[src/hw/rtl/bce_pkg.sv]
// Shared types and constants for the braille chord key encoder.
// Used by the channel interfaces, the register block and the top level.
`default_nettype none

package bce_pkg;

    localparam int TIME_BITS_DEF = 32;

    localparam int NUM_KEYS   = 8;
    localparam int KEY_W      = 3;
    localparam int CHORD_W    = 6;
    localparam int NOW_W      = 32;
    localparam int LOCKOUT_W  = 16;
    localparam int MASK_W     = 8;
    localparam int BYTE_W     = 8;
    localparam int STATUS_W   = 3;
    localparam int APB_ADDR_W = 3;
    localparam int APB_DATA_W = 32;

    localparam logic [KEY_W-1:0]     KEY_DELETE    = 3'd6;
    localparam logic [KEY_W-1:0]     KEY_ENTER     = 3'd7;
    localparam logic [BYTE_W-1:0]    BYTE_NEWLINE  = 8'h40;
    localparam logic [BYTE_W-1:0]    BYTE_ERASE    = 8'h80;
    localparam logic [LOCKOUT_W-1:0] LOCKOUT_RESET = 16'd200;
    localparam logic [MASK_W-1:0]    ENABLE_RESET  = 8'd60;

    typedef enum logic [0:0] {
        MODE_KEY   = 1'b0,
        MODE_CLEAR = 1'b1
    } mode_t;

    typedef enum logic [STATUS_W-1:0] {
        ST_DISABLED  = 3'd0,
        ST_BOUNCED   = 3'd1,
        ST_TOGGLED   = 3'd2,
        ST_CLEARED   = 3'd3,
        ST_ERASE     = 3'd4,
        ST_CHAR      = 3'd5,
        ST_NEWLINE   = 3'd6,
        ST_CMD_CLEAR = 3'd7
    } status_t;

    typedef enum logic [0:0] {
        REG_LOCKOUT = 1'b0,
        REG_ENABLE  = 1'b1
    } reg_idx_t;

    typedef struct packed {
        logic [LOCKOUT_W-1:0] lockout_ms;
        logic [MASK_W-1:0]    key_enable_mask;
    } cfg_t;

endpackage

`default_nettype wire

[src/hw/rtl/bce_if.sv]
// Valid/ready channel interfaces for key events and encoder results.
// Depends on bce_pkg for field widths.
`default_nettype none

interface bce_in_if;
    logic                        valid;
    logic                        ready;
    logic                        mode;
    logic [bce_pkg::KEY_W-1:0]   key_index;
    logic [bce_pkg::NOW_W-1:0]   now_ms;

    modport source (output valid, output mode, output key_index, output now_ms,
                    input ready);
    modport sink   (input valid, input mode, input key_index, input now_ms,
                    output ready);
endinterface

interface bce_out_if;
    logic                          valid;
    logic                          ready;
    logic [bce_pkg::STATUS_W-1:0]  status;
    logic [bce_pkg::CHORD_W-1:0]   dot_mask;
    logic                          send_valid;
    logic [bce_pkg::BYTE_W-1:0]    send_byte;
    logic                          feedback_pulse;

    modport source (output valid, output status, output dot_mask, output send_valid,
                    output send_byte, output feedback_pulse, input ready);
    modport sink   (input valid, input status, input dot_mask, input send_valid,
                    input send_byte, input feedback_pulse, output ready);
endinterface

`default_nettype wire

[src/hw/rtl/bce_cfg.sv]
// APB-style configuration registers: lockout window and key enable mask.
// Depends on bce_pkg.
`default_nettype none

module bce_cfg (
    input  wire logic                               clk,
    input  wire logic                               rst_n,
    input  wire logic                               psel,
    input  wire logic                               penable,
    input  wire logic                               pwrite,
    input  wire logic [bce_pkg::APB_ADDR_W-1:0]     paddr,
    input  wire logic [bce_pkg::APB_DATA_W-1:0]     pwdata,
    output logic      [bce_pkg::APB_DATA_W-1:0]     prdata,
    output logic                                    pready,
    output bce_pkg::cfg_t                           cfg
);

    bce_pkg::cfg_t     cfg_reg;
    bce_pkg::reg_idx_t reg_sel;
    logic              wr_en;

    // Registers sit on 32-bit words, so the word index is the address bit above the byte lane.
    assign reg_sel = bce_pkg::reg_idx_t'(paddr[2]);
    assign wr_en   = psel && penable && pwrite;
    assign pready  = 1'b1;
    assign cfg     = cfg_reg;

    always_ff @(posedge clk or negedge rst_n)
    begin
        if (!rst_n)
        begin
            cfg_reg.lockout_ms      <= bce_pkg::LOCKOUT_RESET;
            cfg_reg.key_enable_mask <= bce_pkg::ENABLE_RESET;
        end
        else if (wr_en)
        begin
            case (reg_sel)
                bce_pkg::REG_LOCKOUT:
                    cfg_reg.lockout_ms <= pwdata[bce_pkg::LOCKOUT_W-1:0];
                bce_pkg::REG_ENABLE:
                    cfg_reg.key_enable_mask <= pwdata[bce_pkg::MASK_W-1:0];
                default:
                    cfg_reg <= cfg_reg;
            endcase
        end
    end

    always_comb
    begin
        case (reg_sel)
            bce_pkg::REG_LOCKOUT:
                prdata = bce_pkg::APB_DATA_W'(cfg_reg.lockout_ms);
            bce_pkg::REG_ENABLE:
                prdata = bce_pkg::APB_DATA_W'(cfg_reg.key_enable_mask);
            default:
                prdata = '0;
        endcase
    end

endmodule

`default_nettype wire

[src/hw/rtl/braille_chord_key_encoder.sv]
// Braille chord key encoder: each item goes into an input register, and its result is
// written to the output register when that is empty or its result is being taken.
// One item per cycle while result.ready stays high; the chord, and the per-key time table
// for an accepted key, are updated at the edge an item moves from input to output register.
// Reset (rst_n low, asynchronous) empties both stages and the chord, clears all stored
// key times to zero and restores the lockout (200) and enable mask (60) registers.
`default_nettype none

module braille_chord_key_encoder #(
    parameter int TIME_BITS = bce_pkg::TIME_BITS_DEF
) (
    input  wire logic                               clk,
    input  wire logic                               rst_n,
    bce_in_if.sink                                  key_evt,
    bce_out_if.source                               result,
    input  wire logic                               psel,
    input  wire logic                               penable,
    input  wire logic                               pwrite,
    input  wire logic [bce_pkg::APB_ADDR_W-1:0]     paddr,
    input  wire logic [bce_pkg::APB_DATA_W-1:0]     pwdata,
    output logic      [bce_pkg::APB_DATA_W-1:0]     prdata,
    output logic                                    pready
);

    bce_pkg::cfg_t cfg;

    bce_cfg u_cfg (
        .clk     (clk),
        .rst_n   (rst_n),
        .psel    (psel),
        .penable (penable),
        .pwrite  (pwrite),
        .paddr   (paddr),
        .pwdata  (pwdata),
        .prdata  (prdata),
        .pready  (pready),
        .cfg     (cfg)
    );

    // Input stage.
    logic                         s1_valid_reg;
    bce_pkg::mode_t               s1_mode_reg;
    logic [bce_pkg::KEY_W-1:0]    s1_key_reg;
    logic [TIME_BITS-1:0]         s1_now_reg;

    // Encoder state.
    logic [bce_pkg::CHORD_W-1:0]  chord_reg;
    logic [TIME_BITS-1:0]         last_time_reg [bce_pkg::NUM_KEYS];

    // Output stage.
    logic                         out_valid_reg;
    bce_pkg::status_t             status_reg;
    logic [bce_pkg::CHORD_W-1:0]  dot_mask_reg;
    logic                         send_valid_reg;
    logic [bce_pkg::BYTE_W-1:0]   send_byte_reg;
    logic                         pulse_reg;

    logic                         advance;
    logic [bce_pkg::CHORD_W-1:0]  chord_next;
    bce_pkg::status_t             status_next;
    logic                         send_valid_next;
    logic [bce_pkg::BYTE_W-1:0]   send_byte_next;
    logic                         pulse_next;
    logic                         store_time;
    logic [TIME_BITS-1:0]         window_end;
    logic                         key_enabled;

    assign advance       = s1_valid_reg && (!out_valid_reg || result.ready);
    assign key_evt.ready = !s1_valid_reg || advance;

    // The window end wraps at the time width, as the stored times do.
    assign window_end  = last_time_reg[s1_key_reg] + TIME_BITS'(cfg.lockout_ms);
    assign key_enabled = cfg.key_enable_mask[s1_key_reg];

    always_comb
    begin
        chord_next      = chord_reg;
        status_next     = bce_pkg::ST_DISABLED;
        send_valid_next = 1'b0;
        send_byte_next  = '0;
        pulse_next      = 1'b0;
        store_time      = 1'b0;

        if (s1_mode_reg == bce_pkg::MODE_CLEAR)
        begin
            chord_next  = '0;
            status_next = bce_pkg::ST_CMD_CLEAR;
        end
        else if (!key_enabled)
        begin
            status_next = bce_pkg::ST_DISABLED;
        end
        else if (s1_now_reg < window_end)
        begin
            status_next = bce_pkg::ST_BOUNCED;
        end
        else
        begin
            store_time = 1'b1;
            pulse_next = 1'b1;
            if (s1_key_reg == bce_pkg::KEY_DELETE)
            begin
                if (chord_reg != '0)
                begin
                    chord_next  = '0;
                    status_next = bce_pkg::ST_CLEARED;
                end
                else
                begin
                    send_valid_next = 1'b1;
                    send_byte_next  = bce_pkg::BYTE_ERASE;
                    status_next     = bce_pkg::ST_ERASE;
                end
            end
            else if (s1_key_reg == bce_pkg::KEY_ENTER)
            begin
                send_valid_next = 1'b1;
                if (chord_reg != '0)
                begin
                    send_byte_next = bce_pkg::BYTE_W'(chord_reg);
                    chord_next     = '0;
                    status_next    = bce_pkg::ST_CHAR;
                end
                else
                begin
                    send_byte_next = bce_pkg::BYTE_NEWLINE;
                    status_next    = bce_pkg::ST_NEWLINE;
                end
            end
            else
            begin
                chord_next  = chord_reg ^ (bce_pkg::CHORD_W'(1) << s1_key_reg);
                status_next = bce_pkg::ST_TOGGLED;
            end
        end
    end

    always_ff @(posedge clk or negedge rst_n)
    begin
        if (!rst_n)
        begin
            s1_valid_reg  <= 1'b0;
            out_valid_reg <= 1'b0;
            chord_reg     <= '0;
            for (int k = 0; k < bce_pkg::NUM_KEYS; k++)
            begin
                last_time_reg[k] <= '0;
            end
        end
        else
        begin
            if (key_evt.ready)
            begin
                s1_valid_reg <= key_evt.valid;
            end

            if (advance)
            begin
                out_valid_reg <= 1'b1;
                chord_reg     <= chord_next;
                if (store_time)
                begin
                    last_time_reg[s1_key_reg] <= s1_now_reg;
                end
            end
            else if (result.ready)
            begin
                out_valid_reg <= 1'b0;
            end
        end
    end

    // Payload registers carry no reset.
    always_ff @(posedge clk)
    begin
        if (key_evt.ready && key_evt.valid)
        begin
            s1_mode_reg <= bce_pkg::mode_t'(key_evt.mode);
            s1_key_reg  <= key_evt.key_index;
            // Timestamps are taken modulo the stored time width.
            s1_now_reg  <= TIME_BITS'(key_evt.now_ms);
        end
        if (advance)
        begin
            status_reg     <= status_next;
            dot_mask_reg   <= chord_next;
            send_valid_reg <= send_valid_next;
            send_byte_reg  <= send_byte_next;
            pulse_reg      <= pulse_next;
        end
    end

    assign result.valid          = out_valid_reg;
    assign result.status         = status_reg;
    assign result.dot_mask       = dot_mask_reg;
    assign result.send_valid     = send_valid_reg;
    assign result.send_byte      = send_byte_reg;
    assign result.feedback_pulse = pulse_reg;

`ifndef SYNTH
    // A waiting result always shows the chord as it stands, since the input stage
    // cannot move on until that result is taken.
    a_dot_mask_tracks_chord: assert property (@(posedge clk) disable iff (!rst_n)
        out_valid_reg |-> dot_mask_reg == chord_reg)
        else $error("dot_mask differs from the chord state");

    a_no_byte_without_send: assert property (@(posedge clk) disable iff (!rst_n)
        out_valid_reg && !send_valid_reg |-> send_byte_reg == '0)
        else $error("send_byte nonzero while no byte is sent");

    a_pulse_matches_status: assert property (@(posedge clk) disable iff (!rst_n)
        out_valid_reg |-> pulse_reg == (status_reg != bce_pkg::ST_DISABLED &&
                                         status_reg != bce_pkg::ST_BOUNCED &&
                                         status_reg != bce_pkg::ST_CMD_CLEAR))
        else $error("feedback pulse inconsistent with status");

    a_chord_empty_after_clear: assert property (@(posedge clk) disable iff (!rst_n)
        out_valid_reg && (status_reg == bce_pkg::ST_CHAR ||
                          status_reg == bce_pkg::ST_CLEARED ||
                          status_reg == bce_pkg::ST_CMD_CLEAR) |-> dot_mask_reg == '0)
        else $error("chord not empty after a clearing action");
`endif

endmodule

`default_nettype wire
[src/flat_wrapper.sv]
// flat-port wrapper written by rule: the top's interface ports become plain ports
module braille_chord_key_encoder_flat 
#(
    parameter int TIME_BITS = bce_pkg::TIME_BITS_DEF
)
  (clk, rst_n, psel, penable, pwrite, paddr, pwdata, prdata, pready, key_evt_valid, key_evt_mode, key_evt_key_index, key_evt_now_ms, key_evt_ready, result_valid, result_status, result_dot_mask, result_send_valid, result_send_byte, result_feedback_pulse, result_ready);
  bce_in_if key_evt_i ();
  bce_out_if result_i ();
  input  wire logic clk;
  input  wire logic rst_n;
  input  wire logic psel;
  input  wire logic penable;
  input  wire logic pwrite;
  input  wire logic [bce_pkg::APB_ADDR_W-1:0] paddr;
  input  wire logic [bce_pkg::APB_DATA_W-1:0] pwdata;
  output logic      [bce_pkg::APB_DATA_W-1:0] prdata;
  output logic pready;
  input wire logic [$bits(key_evt_i.valid)-1:0] key_evt_valid;
  input wire logic [$bits(key_evt_i.mode)-1:0] key_evt_mode;
  input wire logic [$bits(key_evt_i.key_index)-1:0] key_evt_key_index;
  input wire logic [$bits(key_evt_i.now_ms)-1:0] key_evt_now_ms;
  output wire logic [$bits(key_evt_i.ready)-1:0] key_evt_ready;
  output wire logic [$bits(result_i.valid)-1:0] result_valid;
  output wire logic [$bits(result_i.status)-1:0] result_status;
  output wire logic [$bits(result_i.dot_mask)-1:0] result_dot_mask;
  output wire logic [$bits(result_i.send_valid)-1:0] result_send_valid;
  output wire logic [$bits(result_i.send_byte)-1:0] result_send_byte;
  output wire logic [$bits(result_i.feedback_pulse)-1:0] result_feedback_pulse;
  input wire logic [$bits(result_i.ready)-1:0] result_ready;
  assign key_evt_i.valid = key_evt_valid;
  assign key_evt_i.mode = key_evt_mode;
  assign key_evt_i.key_index = key_evt_key_index;
  assign key_evt_i.now_ms = key_evt_now_ms;
  assign key_evt_ready = key_evt_i.ready;
  assign result_valid = result_i.valid;
  assign result_status = result_i.status;
  assign result_dot_mask = result_i.dot_mask;
  assign result_send_valid = result_i.send_valid;
  assign result_send_byte = result_i.send_byte;
  assign result_feedback_pulse = result_i.feedback_pulse;
  assign result_i.ready = result_ready;
  braille_chord_key_encoder #(.TIME_BITS(TIME_BITS)) u_core (.clk(clk), .rst_n(rst_n), .key_evt(key_evt_i), .result(result_i), .psel(psel), .penable(penable), .pwrite(pwrite), .paddr(paddr), .pwdata(pwdata), .prdata(prdata), .pready(pready));
endmodule
[config.mk]
export PLATFORM = sky130hd
export DESIGN_NAME = braille_chord_key_encoder_flat
export DESIGN_NICKNAME = d
export VERILOG_FILES = /design/src/hw/rtl/bce_pkg.sv /design/src/hw/rtl/bce_if.sv /design/src/hw/rtl/bce_cfg.sv /design/src/hw/rtl/braille_chord_key_encoder.sv /design/src/flat_wrapper.sv
export SDC_FILE = /design/constraint.sdc
export NUM_CORES = 1
export LEC_CHECK = 0
export BUFFER_PORTS_ARGS = -buffer_cell sky130_fd_sc_hd__buf_2
export CAP_MARGIN = 20
export CORE_ASPECT_RATIO = 1.5
export CORE_MARGIN = 4
export CORE_UTILIZATION = 30
export DETAILED_ROUTE_END_ITERATION = 10
export SKIP_LAST_GASP = 1
export SLEW_MARGIN = 20
export SYNTH_ARGS = -nofsm -noshare
export SYNTH_HDL_FRONTEND = slang
export SYNTH_SLANG_ARGS = --single-unit
[constraint.sdc]
create_clock -name clk -period 10.1 [get_ports clk]
set_clock_uncertainty 0.2 [all_clocks]
set_input_delay 0.505 -clock clk [delete_from_list [all_inputs] [get_ports clk]]
set_output_delay 0.505 -clock clk [all_outputs]
set_load 0.01 [all_outputs]
==> summary.txt <==
run status: completed
Ports: 132
commonest non-fill, non-tap cell in the layout: dfrtp_1
Max Fanout on Critical Path: 33
Final Routed Wirelength: 42460 um
detailed-placement wirelength estimate: 26940 um
number of max-cap violations: 0
initial antenna violation count: 0
synth warn: 0
Seq cells post-synth: 343
core outline area: 55840 sq um
worst min path class: in2reg
syn_area_per_cell: 14.39 sq um
net count reported at finish: 1451
fin. max-slew vios: 0
Fin Setup TNS: 0 ns
flop2flop setup slack: 2.36 ns
count of final hold-check violations: 0
Root Driver: clkbuf_16
CTS tree: built
Rows: 106
Die X: 202.1 um
layout cells sized above 1: 36.04%
switch share: 27.85%
RD Place Congestion: 0.8389
Worst-Margin Slew: 1.025 ns
largest net degree at the start of global routing: 101
clock sink count: 343
Initial Util: 30.37%
RSZ-0062 raised after global routing: no
most frequent cells in the layout: dfrtp_1, mux2_2, buf_2, nand2_1
global-route wire length before repair: 66300 um
total setup buffers inserted after CTS: 0
WS Path Type: reg2reg
Flop pwr share: 44.9%
CTS Buf Count: 37
PD cells: 205.6 nW/um^2
leak pwr: 0.008907 uW
CTS clk-pin slew, worst paths: 0.06 ns
minimum clock period: 7.744 ns
Comb pwr share: 22.3%
Rel. slew slack: 31.50%
CP required: 10.32 ns
vias post-DR: 10340
Detailed Routing Iterations Pass 1: 4
final setup vio count: 0
Hold Crit Depth: 2
Pint: 2948 uW
R2R Path End: u_core.last_time_reg[121]
Mapped Area: 16960 sq um
I/O Buffers: 96
Clock power frac: 32.9%
Post-Syn Instances: 1178
number of global-route vias before repair: 11170
library cells used by synthesis: 67
register area share after synthesis: 52.30%
final worst-path cycle share: 76.67%
total gr overflow: 0
Antenna Nets Post-Route: 0
cts repair resizes: 0
min-delay src: pwdata[4]
Critical Path End Type: register
Crit Reg-Reg Startpoint: u_core.s1_key_reg[0]
Fmax: 129.1 MHz
DRT iter0 DRCs: 567
Vias/cell: 4.898
WHS Endpoint: u_core.u_cfg.cfg[12]
NetSw: 1138 uW
die area: 60460 sq um
Post-synth EDFFs: 55
R2R depth: 23
htree depth: 2
max reg flops: 256
P&R area growth vs syn: 17.21%
Wirelength per Cell: 20.11 um
Hold Buf Count CTS: 47
Die Y: 299.2 um
clock buffer depth: 3
drc violations: 0
crit path DAT: 7.96 ns
Startpoint Class: register
Power Total: 4086 uW
top_reg_cell synth: dfrtp_1
Peak supply drop: 0.1318 mV
total track usage: 13.92%
clock latency on the worst-skew pair: 0.54 ns
asr flop ratio synth: 83.97%
# fillers: 5362
worst max-delay path: stages (launching register included):
cell      delay, ns
edfxtp_1       0.99
buf_4          0.41
mux4_2         0.53
nand2_1        0.07
and2_1         0.20
inv_1          0.06
ha_1           0.28
a211oi_1       0.08
o31ai_1        0.57
and3b_1        0.29
o211ai_1       0.20
a21oi_1        0.41
nand3_1        0.15
xnor2_1        0.15
ha_1           0.30
nand4_1        0.13
nor3_1         0.39
o311a_1        0.29
and2_4         0.17
a22oi_4        0.06
buf_4          0.29
nor4_4         0.29
buf_4          0.64
mux2_1         0.39
synth_stat cells (4+ instances only):
master    instances  share of area, %
a211oi_1          5              0.22
o31a_1            5              0.26
nor2_1           24              0.53
mux4_2           62               8.2
nor3_1           11              0.32
dfrtp_1         281                41
and2_1            7              0.26
o21ai_0          22              0.65
edfxtp_1         55               9.7
xnor2_1          13              0.67
nand3_1          10              0.30
xor2_1           17              0.88
nor4_2            5              0.37
inv_1            10              0.22
a21oi_1          27              0.80
and3_1            4              0.15
clkbuf_1         10              0.22
mux2_4           30               2.7
buf_2            27              0.80
mux2_2          201                13
a21o_1            7              0.31
dfstp_2           7               1.1
buf_4            20              0.89
nor4_1            5              0.18
nand2_1          89               2.0
nand2b_1          8              0.30
mux2_1           62               4.1
mux2i_1          17               1.0
nor2b_1          13              0.48
buf_6            13              0.86
ha_1             47               3.5
o31ai_1           4              0.18
routing by layer:
layer  up-vias  wire, um  global-route usage (%)  part of all wire [%]
met4         0      1218                   4.529                   2.9
met1      5423     17640                   17.13                    42
met5         -         0                       0                     0
met3        74      1365                   1.861                   3.2
li1       4639         -                       -                     -
met2       203     22240                   25.23                    52
power groups by stage:
| stage | combinational, uW | clock (uW) | sequential [uW] |
|---|---|---|---|
| finish | 910 | 1340 | 1830 |
| global route | 1010 | 1440 | 1860 |
| CTS | 924 | 1380 | 1830 |
| detailed placement | 903 | 0 | 1860 |
| global placement | 880 | 0 | 1840 |
| floorplan | 698 | 0 | 1800 |
area by class of cell:
| class | instances | area (sq um) | area share [%] |
|---|---|---|---|
| inverters | 11 | 41.29 | 0.2078 |
| multi-input cells | 766 | 7667 | 38.58 |
| well taps | 756 | 945.9 | 4.760 |
| repair buffers | 166 | 1146 | 5.767 |
| flip-flops and latches | 343 | 8867 | 44.62 |
| clock buffers | 62 | 1162 | 5.849 |
| diodes | 1 | 2.502 | 0.01259 |
| clock inverters | 6 | 40.04 | 0.2015 |
cell families (layout without fill, tap and decap cells):
kind of cell    Yosys count  in the layout  synth area share, %
simple gates            194            194                5.889
buf+inv                  84            245                3.077
flops                   343            343                52.30
mux                     372            372                29.36
xor+xnor                 30             30                1.550
compound gates          105            105                4.192
other cells               2             18              0.04429
fa+ha+maj                48             48                3.586
worst max path at each step:
| stage | from | to | slack, ns | depth (start not counted) |
|---|---|---|---|---|
| after floorplan | u_core.s1_key_reg[0] | u_core.last_time_reg[100] | 3.60 | 25 |
| after global placement | u_core.s1_key_reg[0] | u_core.last_time_reg[127] | 2.29 | 23 |
| after detailed placement | u_core.s1_key_reg[0] | u_core.last_time_reg[127] | 2.25 | 23 |
| after CTS | u_core.s1_key_reg[0] | u_core.last_time_reg[127] | 2.20 | 23 |
| after global routing | u_core.s1_key_reg[0] | u_core.last_time_reg[127] | 1.88 | 23 |
| final | u_core.s1_key_reg[0] | u_core.last_time_reg[121] | 2.36 | 23 |
stage by stage:
stage               cells  hold WS (ns)  worst slack (ns)  utilization [%]  area, sq um
finish               2111       0.02332             2.356            35.59        19870
global route         2110       0.02382             1.877            35.59        19870
CTS                  2110      0.005307             2.203            35.59        19870
detailed placement   1995        0.2686             2.253            32.59        18200
global placement     1995        0.2620             2.292            32.59        18200
floorplan            1193      0.009409             3.600                -        17010
No activity file was read; power rests on OpenSTA's default activity.
